$ cat src/rtl/tel_pkg.sv
// Package for the template expression lexer: item types, token codes and character constants.
package tel_pkg;

	typedef struct packed {
		logic [7:0] source_byte;
		logic       end_of_source;
	} src_item_t;

	typedef struct packed {
		logic [3:0]  token_kind;
		logic [1:0]  error_kind;
		logic [15:0] token_offset;
		logic [15:0] token_length;
		logic [15:0] line_number;
		logic [15:0] column_number;
		logic        last_of_run;
	} tok_item_t;

	localparam logic [3:0] K_END       = 4'd0;
	localparam logic [3:0] K_TEXT      = 4'd1;
	localparam logic [3:0] K_SEQ_START = 4'd2;
	localparam logic [3:0] K_SEQ_END   = 4'd3;
	localparam logic [3:0] K_COMMA     = 4'd4;
	localparam logic [3:0] K_LPAREN    = 4'd5;
	localparam logic [3:0] K_RPAREN    = 4'd6;
	localparam logic [3:0] K_STRING    = 4'd7;
	localparam logic [3:0] K_IDENT     = 4'd8;
	localparam logic [3:0] K_OR        = 4'd9;
	localparam logic [3:0] K_ERROR     = 4'd10;

	localparam logic [1:0] E_NONE       = 2'd0;
	localparam logic [1:0] E_UNEXPECTED = 2'd1;
	localparam logic [1:0] E_UNTERM     = 2'd2;

	localparam logic [1:0] OPEN_NONE   = 2'd0;
	localparam logic [1:0] OPEN_RUN    = 2'd1;
	localparam logic [1:0] OPEN_STRING = 2'd2;
	localparam logic [1:0] OPEN_IDENT  = 2'd3;

	localparam logic [1:0] KW_NONE = 2'd0;
	localparam logic [1:0] KW_O    = 2'd1;
	localparam logic [1:0] KW_OR   = 2'd2;

	localparam logic [7:0] CH_PERCENT   = 8'h25;
	localparam logic [7:0] CH_LBRACE    = 8'h7b;
	localparam logic [7:0] CH_RBRACE    = 8'h7d;
	localparam logic [7:0] CH_UNDERSCORE = 8'h5f;
	localparam logic [7:0] CH_LOWER_O   = 8'h6f;
	localparam logic [7:0] CH_LOWER_R   = 8'h72;
	localparam logic [7:0] CH_NEWLINE   = 8'h0a;
	localparam logic [7:0] CH_TAB       = 8'h09;
	localparam logic [7:0] CH_CR        = 8'h0d;
	localparam logic [7:0] CH_SPACE     = 8'h20;
	localparam logic [7:0] CH_COMMA     = 8'h2c;
	localparam logic [7:0] CH_LPAREN    = 8'h28;
	localparam logic [7:0] CH_RPAREN    = 8'h29;
	localparam logic [7:0] CH_QUOTE     = 8'h27;
	localparam logic [7:0] CH_BACKSLASH = 8'h5c;
	localparam logic [7:0] CH_LOWER_A   = 8'h61;
	localparam logic [7:0] CH_LOWER_Z   = 8'h7a;
	localparam logic [7:0] CH_UPPER_A   = 8'h41;
	localparam logic [7:0] CH_UPPER_Z   = 8'h5a;
	localparam logic [7:0] CH_DIGIT_0   = 8'h30;
	localparam logic [7:0] CH_DIGIT_9   = 8'h39;

	localparam int QUEUE_DEPTH = 3;

endpackage

$ cat src/rtl/template_expression_lexer_top.sv
// Top level of the template expression lexer: input register, lexing step, token queue.
// An accepted item waits in the input register and is lexed once the token queue has room;
// its one or two tokens enter the queue together and are offered in order.
// Throughput: one item per cycle while each item yields at most one token and tok_ready stays
// high; the single output port sets the rate, so an item yielding two tokens stalls the input.
// Reset: arst_n clears to text mode, offset 0, line 1, column 0, with the token queue empty.
module template_expression_lexer_top #(
	parameter int POSITION_BITS = 16
) (
	input  logic                clk,
	input  logic                arst_n,
	input  logic                src_valid,
	output logic                src_ready,
	input  tel_pkg::src_item_t  src_item,
	output logic                tok_valid,
	input  logic                tok_ready,
	output tel_pkg::tok_item_t  tok_item
);

	localparam int P = POSITION_BITS;

	function automatic logic [15:0] to16(input logic [P-1:0] v);
		logic [P+15:0] e;
		e = {16'b0, v};
		return e[15:0];
	endfunction

	function automatic logic is_letter(input logic [7:0] c);
		return (c >= tel_pkg::CH_LOWER_A && c <= tel_pkg::CH_LOWER_Z) ||
		       (c >= tel_pkg::CH_UPPER_A && c <= tel_pkg::CH_UPPER_Z) ||
		       (c == tel_pkg::CH_UNDERSCORE);
	endfunction

	function automatic tel_pkg::tok_item_t mk(input logic [3:0] kind, input logic [1:0] err,
			input logic [P-1:0] off, input logic [P-1:0] len, input logic [15:0] line,
			input logic [15:0] col);
		tel_pkg::tok_item_t t;
		t.token_kind    = kind;
		t.error_kind    = err;
		t.token_offset  = to16(off);
		t.token_length  = to16(len);
		t.line_number   = line;
		t.column_number = col;
		t.last_of_run   = 1'b0;
		return t;
	endfunction

	logic               s1_valid_s1;
	tel_pkg::src_item_t s1_item_s1;

	logic         in_expr_q;
	logic [1:0]   open_kind_q;
	logic [P-1:0] open_off_q;
	logic [P-1:0] pos_q;
	logic [15:0]  line_q;
	logic [15:0]  col_q;
	logic         held_pct_q;
	logic         prior_bs_q;
	logic [1:0]   kw_q;

	tel_pkg::tok_item_t q_q [tel_pkg::QUEUE_DEPTH];
	logic [1:0]         cnt_q;

	logic process;
	logic pop;

	assign tok_valid = (cnt_q != 2'd0);
	assign tok_item  = q_q[0];
	assign pop       = tok_valid && tok_ready;
	assign process   = s1_valid_s1 && (cnt_q <= 2'd1);
	assign src_ready = !s1_valid_s1 || process;

	logic         nx_in_expr;
	logic [1:0]   nx_open_kind;
	logic [P-1:0] nx_open_off;
	logic [P-1:0] nx_pos;
	logic [15:0]  nx_line;
	logic [15:0]  nx_col;
	logic         nx_held_pct;
	logic         nx_prior_bs;
	logic [1:0]   nx_kw;
	tel_pkg::tok_item_t res [2];
	logic [1:0]   nres;

	always_comb begin
		logic [7:0]   b;
		logic [15:0]  col1;
		logic         done;
		logic         fresh;
		b            = s1_item_s1.source_byte;
		col1         = col_q + 16'd1;
		done         = 1'b0;
		fresh        = 1'b0;
		nx_in_expr   = in_expr_q;
		nx_open_kind = open_kind_q;
		nx_open_off  = open_off_q;
		nx_pos       = pos_q;
		nx_line      = line_q;
		nx_col       = col_q;
		nx_held_pct  = held_pct_q;
		nx_prior_bs  = prior_bs_q;
		nx_kw        = kw_q;
		res[0]       = mk(tel_pkg::K_END, tel_pkg::E_NONE, pos_q, '0, line_q, col_q);
		res[1]       = res[0];
		nres         = 2'd0;
		if (s1_item_s1.end_of_source) begin
			if (!in_expr_q) begin
				if (held_pct_q || open_kind_q == tel_pkg::OPEN_RUN) begin
					res[0] = mk(tel_pkg::K_TEXT, tel_pkg::E_NONE, open_off_q,
						pos_q - open_off_q, line_q, col_q);
					nres = 2'd1;
				end
			end else if (open_kind_q == tel_pkg::OPEN_IDENT) begin
				res[0] = mk((kw_q == tel_pkg::KW_OR) ? tel_pkg::K_OR : tel_pkg::K_IDENT,
					tel_pkg::E_NONE, open_off_q, pos_q - open_off_q, line_q, col_q);
				nres = 2'd1;
			end else if (open_kind_q == tel_pkg::OPEN_STRING) begin
				res[0] = mk(tel_pkg::K_ERROR, tel_pkg::E_UNTERM, open_off_q, '0, line_q, col_q);
				nres = 2'd1;
			end
			res[nres[0]] = mk(tel_pkg::K_END, tel_pkg::E_NONE, pos_q, '0, line_q, col_q);
			nres = nres + 2'd1;
			nx_in_expr   = 1'b0;
			nx_open_kind = tel_pkg::OPEN_NONE;
			nx_open_off  = '0;
			nx_pos       = '0;
			nx_line      = 16'd1;
			nx_col       = 16'd0;
			nx_held_pct  = 1'b0;
			nx_prior_bs  = 1'b0;
			nx_kw        = tel_pkg::KW_NONE;
		end else begin
			nx_pos = pos_q + 1'b1;
			nx_col = col1;
			if (!in_expr_q) begin
				if (held_pct_q) begin
					nx_held_pct = 1'b0;
					if (b == tel_pkg::CH_LBRACE) begin
						if (open_kind_q == tel_pkg::OPEN_RUN) begin
							res[0] = mk(tel_pkg::K_TEXT, tel_pkg::E_NONE, open_off_q,
								pos_q - 1'b1 - open_off_q, line_q, col_q - 16'd1);
							nres = 2'd1;
						end
						res[nres[0]] = mk(tel_pkg::K_SEQ_START, tel_pkg::E_NONE,
							pos_q - 1'b1, P'(2), line_q, col1);
						nres = nres + 2'd1;
						nx_in_expr   = 1'b1;
						nx_open_kind = tel_pkg::OPEN_NONE;
						nx_prior_bs  = 1'b0;
						done         = 1'b1;
					end else begin
						nx_open_kind = tel_pkg::OPEN_RUN;
						nx_prior_bs  = 1'b0;
					end
				end
				if (!done) begin
					if (nx_open_kind == tel_pkg::OPEN_RUN) begin
						if (b == tel_pkg::CH_PERCENT && !nx_prior_bs)
							nx_held_pct = 1'b1;
						else
							nx_prior_bs = (b == tel_pkg::CH_BACKSLASH);
					end else begin
						nx_open_off = pos_q;
						nx_prior_bs = 1'b0;
						if (b == tel_pkg::CH_PERCENT) begin
							nx_held_pct = 1'b1;
						end else begin
							nx_open_kind = tel_pkg::OPEN_RUN;
							nx_prior_bs  = (b == tel_pkg::CH_BACKSLASH);
						end
					end
				end
			end else if (open_kind_q == tel_pkg::OPEN_STRING) begin
				if (b == tel_pkg::CH_QUOTE) begin
					res[0] = mk(tel_pkg::K_STRING, tel_pkg::E_NONE, open_off_q,
						pos_q + 1'b1 - open_off_q, line_q, col1);
					nres = 2'd1;
					nx_open_kind = tel_pkg::OPEN_NONE;
				end
			end else if (open_kind_q == tel_pkg::OPEN_IDENT) begin
				if (is_letter(b) || (b >= tel_pkg::CH_DIGIT_0 && b <= tel_pkg::CH_DIGIT_9)) begin
					nx_kw = (kw_q == tel_pkg::KW_O && b == tel_pkg::CH_LOWER_R) ?
						tel_pkg::KW_OR : tel_pkg::KW_NONE;
				end else begin
					res[0] = mk((kw_q == tel_pkg::KW_OR) ? tel_pkg::K_OR : tel_pkg::K_IDENT,
						tel_pkg::E_NONE, open_off_q, pos_q - open_off_q, line_q, col_q);
					nres = 2'd1;
					nx_open_kind = tel_pkg::OPEN_NONE;
					nx_kw        = tel_pkg::KW_NONE;
					fresh        = 1'b1;
				end
			end else begin
				fresh = 1'b1;
			end
			if (fresh) begin
				case (b)
					tel_pkg::CH_NEWLINE: begin
						nx_line = line_q + 16'd1;
						nx_col  = 16'd1;
					end
					tel_pkg::CH_SPACE, tel_pkg::CH_CR, tel_pkg::CH_TAB: begin
					end
					tel_pkg::CH_COMMA: begin
						res[nres[0]] = mk(tel_pkg::K_COMMA, tel_pkg::E_NONE, pos_q, P'(1),
							line_q, col1);
						nres = nres + 2'd1;
					end
					tel_pkg::CH_LPAREN: begin
						res[nres[0]] = mk(tel_pkg::K_LPAREN, tel_pkg::E_NONE, pos_q, P'(1),
							line_q, col1);
						nres = nres + 2'd1;
					end
					tel_pkg::CH_RPAREN: begin
						res[nres[0]] = mk(tel_pkg::K_RPAREN, tel_pkg::E_NONE, pos_q, P'(1),
							line_q, col1);
						nres = nres + 2'd1;
					end
					tel_pkg::CH_RBRACE: begin
						res[nres[0]] = mk(tel_pkg::K_SEQ_END, tel_pkg::E_NONE, pos_q, P'(1),
							line_q, col1);
						nres = nres + 2'd1;
						nx_in_expr = 1'b0;
					end
					tel_pkg::CH_QUOTE: begin
						nx_open_kind = tel_pkg::OPEN_STRING;
						nx_open_off  = pos_q;
					end
					default: begin
						if (is_letter(b)) begin
							nx_open_kind = tel_pkg::OPEN_IDENT;
							nx_open_off  = pos_q;
							nx_kw = (b == tel_pkg::CH_LOWER_O) ? tel_pkg::KW_O : tel_pkg::KW_NONE;
						end else begin
							res[nres[0]] = mk(tel_pkg::K_ERROR, tel_pkg::E_UNEXPECTED, pos_q,
								'0, line_q, col1);
							nres = nres + 2'd1;
						end
					end
				endcase
			end
		end
		if (nres == 2'd2)
			res[1].last_of_run = 1'b1;
		else if (nres == 2'd1)
			res[0].last_of_run = 1'b1;
	end

	always_ff @(posedge clk or negedge arst_n) begin
		if (!arst_n) begin
			s1_valid_s1 <= 1'b0;
		end else if (src_ready) begin
			s1_valid_s1 <= src_valid;
		end
	end

	always_ff @(posedge clk) begin
		if (src_ready && src_valid)
			s1_item_s1 <= src_item;
	end

	always_ff @(posedge clk or negedge arst_n) begin
		if (!arst_n) begin
			in_expr_q   <= 1'b0;
			open_kind_q <= tel_pkg::OPEN_NONE;
			open_off_q  <= '0;
			pos_q       <= '0;
			line_q      <= 16'd1;
			col_q       <= 16'd0;
			held_pct_q  <= 1'b0;
			prior_bs_q  <= 1'b0;
			kw_q        <= tel_pkg::KW_NONE;
		end else if (process) begin
			in_expr_q   <= nx_in_expr;
			open_kind_q <= nx_open_kind;
			open_off_q  <= nx_open_off;
			pos_q       <= nx_pos;
			line_q      <= nx_line;
			col_q       <= nx_col;
			held_pct_q  <= nx_held_pct;
			prior_bs_q  <= nx_prior_bs;
			kw_q        <= nx_kw;
		end
	end

	logic [1:0] cnt_p;
	logic [1:0] nres_eff;
	assign cnt_p    = cnt_q - {1'b0, pop};
	assign nres_eff = process ? nres : 2'd0;

	always_ff @(posedge clk or negedge arst_n) begin
		if (!arst_n) begin
			cnt_q <= 2'd0;
		end else begin
			cnt_q <= cnt_p + nres_eff;
		end
	end

	// shift out the taken item, then append this cycle's tokens behind what remains
	always_ff @(posedge clk) begin
		for (int i = 0; i < tel_pkg::QUEUE_DEPTH; i++) begin
			if (nres_eff != 2'd0 && 2'(i) == cnt_p)
				q_q[i] <= res[0];
			else if (nres_eff == 2'd2 && 2'(i) == cnt_p + 2'd1)
				q_q[i] <= res[1];
			else if (pop && i < tel_pkg::QUEUE_DEPTH - 1)
				q_q[i] <= q_q[(i + 1) % tel_pkg::QUEUE_DEPTH];
		end
	end

`ifndef NO_ASSERTIONS
	a_stall_holds_item: assert property (@(posedge clk) disable iff (!arst_n)
		!src_ready |-> s1_valid_s1)
		else $error("input stalled with empty input register");

	a_end_resets: assert property (@(posedge clk) disable iff (!arst_n)
		(process && s1_item_s1.end_of_source) |=> (pos_q == '0 && !in_expr_q && line_q == 16'd1))
		else $error("state not returned to reset after end of source");

	a_text_open_kind: assert property (@(posedge clk) disable iff (!arst_n)
		!in_expr_q |-> (open_kind_q == tel_pkg::OPEN_NONE || open_kind_q == tel_pkg::OPEN_RUN))
		else $error("string or identifier open in text mode");
`endif

endmodule

$ cat config.mk
export PLATFORM = sky130hd
export DESIGN_NAME = template_expression_lexer_top
export DESIGN_NICKNAME = d
export VERILOG_FILES = /design/src/rtl/tel_pkg.sv /design/src/rtl/template_expression_lexer_top.sv
export SDC_FILE = /design/constraint.sdc
export NUM_CORES = 1
export LEC_CHECK = 0
export BUFFER_PORTS_ARGS = -buffer_cell sky130_fd_sc_hd__buf_2
export CORE_MARGIN = 3
export CORE_UTILIZATION = 61
export CTS_CLUSTER_SIZE = 25
export DETAILED_ROUTE_END_ITERATION = 16
export HOLD_SLACK_MARGIN = 0.02
export PLACE_DENSITY = 0.9
export SYNTH_ARGS = -nofsm -noshare
export SYNTH_HDL_FRONTEND = slang
export SYNTH_SLANG_ARGS = --single-unit
$ cat constraint.sdc
create_clock -name clk -period 10.8 [get_ports clk]
set_input_delay 1.08 -clock clk [delete_from_list [all_inputs] [get_ports clk]]
set_output_delay 1.08 -clock clk [all_outputs]
set_load 0.05 [all_outputs]
==> flow_summary.yaml <==
run_status:
  outcome: "finished clean"
drt:
  drc: 0
  vias: 18600
  dr.pass1.iters: 6
  dr.first_iter.drc_count: 3100
  vias_per_cell: 7.04
  wl_per_cell_um: 25.2
  drt_wl_total_mm: 66.5
  ant_nets: 0
worst_setup_path:
  slowest_stage: "nand2_4"
  critical_path_class: "flop to flop"
  critPathMaxStageDelay_ns: 0.78
  crit_path_start_kind: "flop"
  end_kind: "flop"
  crit_chain: "or4b_1, or4_4, a21boi_4, nand2_1, inv_1, ha_1, nor3_1, nand3_1, a31oi_1, and3_2, buf_4, a21oi_1, nand2_4"
  arrival_ns: 6.34
  cp_data_required_time_ns: 11.00
  cp_max_fo: 86
  cp_num_buf_inv: 2
  path_delay_family: "simple AND/OR/NAND/NOR gates"
placement:
  dpl_cell_area_mm2: 0.0206
  place_inst: 2584
  hpwl_mm: 43.6
  dp_slack_ns: 4.78
  place_congestion: 1.05
  io_buffers: 85
global_route:
  grt_antenna_before_repair: 1
  grt_pass1_vias: 17500
  grt_start_max_net_pins: 87
  grt_pass1_wl_mm: 102
  grt_remaining_overflow: 0
  grt_usage: 0.367
logic_synthesis:
  ys_ff_latch: 296
  yosys_warnings: 0
  syn_inst: 2210
  synth_top_flop_cell: "edfxtp_1"
  synthArstFlopShare: 0.250
  netlist_area_mm2: 0.0200
  synth_edf_count: 222
  avgSynthCellArea_um2: 9.06
  synthesis.nets: 2283
  synth.distinct_cells: 95
  ys_seq_area_frac: 0.425
floorplanning:
  chipWidth_um: 187
  initial_utilization: 0.627
  core.rowCount: 65
  core_region_area_mm2: 0.0320
  die_y_um: 187
  io_pins: 86
  die_area_mm2: 0.0350
cells_and_area:
  fin_cells: 2642
  finish.utilization: 0.675
  areaGrowthSynthToFinish_pct: 7.74
  drive_gt1_frac: 0.117
  final_area_mm2: 0.0216
  nFillCells: 2433
  final_nets: 2255
cts:
  clockBufferDepth: 3
  clk_pin_slew_ns: 0.07
  clk_latency_ns: 0.60
  cts_resized: 0
  ctsHoldBuffers: 0
  cts_tree: "built"
  h-tree-depth: 1
  clock_sinks: 296
  root_buffer: "clkbuf_16"
  numCtsBuffers: 31
  post_cts_buffers: 0
sta:
  worst_slack_ns: 4.66
  final.setup_skew_ns: 0.0192
  max_slew_margin: 0.122
  worstMarginPinSlew_ns: 1.30
  finalSetupViolCount: 0
  fmax_mhz: 163
  fin_setup_tns_ns: 0
  rsz0062_at_grt: "false"
  hold_violations: 0
  finalMaxSlewViolations: 0
  period_minus_slack_ns: 6.14
  fin_crit_sh: 0.568
  whs_ns: 0.382
worst_hold_path:
  hp-class: "input port to async pin"
pwr:
  p_total_mw: 6.06
  leakage_nw: 8.12
  power.density_mw_per_mm2: 281
  peakVddDrop_mv: 0.200
flow_run:
  cap_violations: 0
[logic make-up (layout without fill, tap and decap cells)]
logic type / Yosys count / count (layout) / synth area share
AO/OA/AOI/OAI: 637 / 637 / 0.202
XOR/XNOR: 112 / 112 / 0.0490
adder cells (fa/ha/maj): 60 / 60 / 0.0386
buffers and inverters: 234 / 230 / 0.0485
flip-flops: 296 / 296 / 0.425
multiplexers: 122 / 122 / 0.0641
other: 0 / 1 / 0
AND/OR/NAND/NOR: 749 / 749 / 0.172
[synthesized netlist by cell type (all sizes together), types with 5 or more instances]
| master | number | area [um2] |
|---|---|---|
| nand2 | 264 | 991 |
| edfxtp | 222 | 6670 |
| nor2 | 207 | 785 |
| o21ai | 198 | 1000 |
| a21oi | 153 | 781 |
| clkbuf | 129 | 485 |
| dfrtp | 73 | 1830 |
| mux2i | 72 | 721 |
| nor3 | 71 | 365 |
| xnor2 | 68 | 596 |
| ha | 57 | 713 |
| buf | 56 | 303 |
| nand3 | 52 | 260 |
| mux2 | 50 | 563 |
| inv | 48 | 180 |
| a211oi | 47 | 363 |
| xor2 | 44 | 385 |
| o31ai | 31 | 246 |
| o22ai | 30 | 188 |
| or3 | 24 | 150 |
| nand4 | 23 | 150 |
| a31oi | 19 | 119 |
| o211ai | 19 | 143 |
| a21o | 17 | 128 |
| nand2b | 17 | 106 |
| o21a | 17 | 128 |
| and3 | 14 | 87.6 |
| nor4 | 13 | 81.3 |
| a22oi | 12 | 90.1 |
| or2 | 11 | 68.8 |
| and2 | 10 | 62.6 |
| or4 | 10 | 78.8 |
| a211o | 9 | 78.8 |
| a2bb2oi | 7 | 61.3 |
| nand4b | 7 | 61.3 |
| nor2b | 7 | 43.8 |
| o32ai | 7 | 61.3 |
| a22o | 6 | 52.6 |
| nor3b | 6 | 45.0 |
| o2111ai | 6 | 52.6 |
| a2111oi | 5 | 43.8 |
| o41ai | 5 | 43.8 |
[path summary, 6_finish.rpt]
path                                    startpoint                    end  slack [ns]  depth (start not counted)
min reg2reg                   q_q[2][56]$_DFFE_PP_   q_q[1][56]$_DFFE_PP_        0.51                          2
min                                         arst_n   col_q[1]$_DFFE_PN0P_        0.38                          1
max reg2reg                s1_item_s1[5]$_DFFE_PP_   q_q[0][38]$_DFFE_PP_        4.66                         13
min in group clk              q_q[2][56]$_DFFE_PP_   q_q[1][56]$_DFFE_PP_        0.51                          2
max in group asynchronous                   arst_n  line_q[6]$_DFFE_PN0P_        9.21                          2
max                        s1_item_s1[5]$_DFFE_PP_   q_q[0][38]$_DFFE_PP_        4.66                         13
[layout by cell type, fill, tap and decap left out, types with 8 or more instances in the layout]
cell type	n
o211ai_1	19
xor2_1	44
o22ai_1	29
a211o_1	9
edfxtp_1	222
o31ai_1	29
buf_4	40
mux2_2	46
a22oi_1	12
nand4_1	22
a211oi_1	45
and2_1	9
o21ai_1	8
ha_1	57
mux2i_1	72
nand2_1	262
or3_1	24
o21ai_0	187
a21o_1	17
nor4_1	13
or2_2	11
a31oi_1	19
buf_2	84
nand2b_1	16
nor3_1	69
dfrtp_1	73
and3_1	13
or4_1	9
clkbuf_16	31
nand3_1	52
a21oi_1	151
nor2_1	205
xnor2_1	68
o21a_1	17
clkbuf_1	8
inv_1	46
[layer usage]
layer,global-route usage,routed length [um],vias up,part of all wire
met3,0.0855,9160,225,0.14
met1,0.523,25600,8784,0.39
met4,0.123,2540,0,0.038
met5,0,0,-,0
met2,0.556,29200,1500,0.44
li1,-,-,8086,-
[flip-flops by register name, summed over array words and instances (netlist names), 2 cells and up]
signal / flops
cnt_q: 2
col_q: 16
kw_q: 2
line_q: 16
open_kind_q: 2
open_off_q: 16
pos_q: 16
q_q: 213
s1_item_s1: 9
[layout make-up]
cell class	count	area, um2	share of cell area
Inverter	49	184	0.00852
Multi-Input combinational cell	1680	10600	0.491
Clock inverter	12	130	0.00603
Tap cell	435	544	0.0252
Clock buffer	45	888	0.0412
Sequential cell	296	8520	0.395
Antenna cell	1	2.50	0.000116
Timing Repair Buffer	124	721	0.0334
[power by group]
part / leakage, nW / switching, mW / internal [mW]
combinational: 4.48 / 2.12 / 0.912
sequential: 3.14 / 0.189 / 1.76
clock: 0.497 / 0.460 / 0.618
[worst reg2reg max path: stages, from the launching register on]
cell and delay (ns):
edfxtp_1 0.53, or4b_1 0.70, or4_4 0.62, a21boi_4 0.21, nand2_1 0.19, inv_1 0.11, ha_1 0.31, nor3_1 0.23
nand3_1 0.18, a31oi_1 0.62, and3_2 0.30, buf_4 0.76, a21oi_1 0.17, nand2_4 0.78
Note: power is estimated with default switching activity, not from simulation.
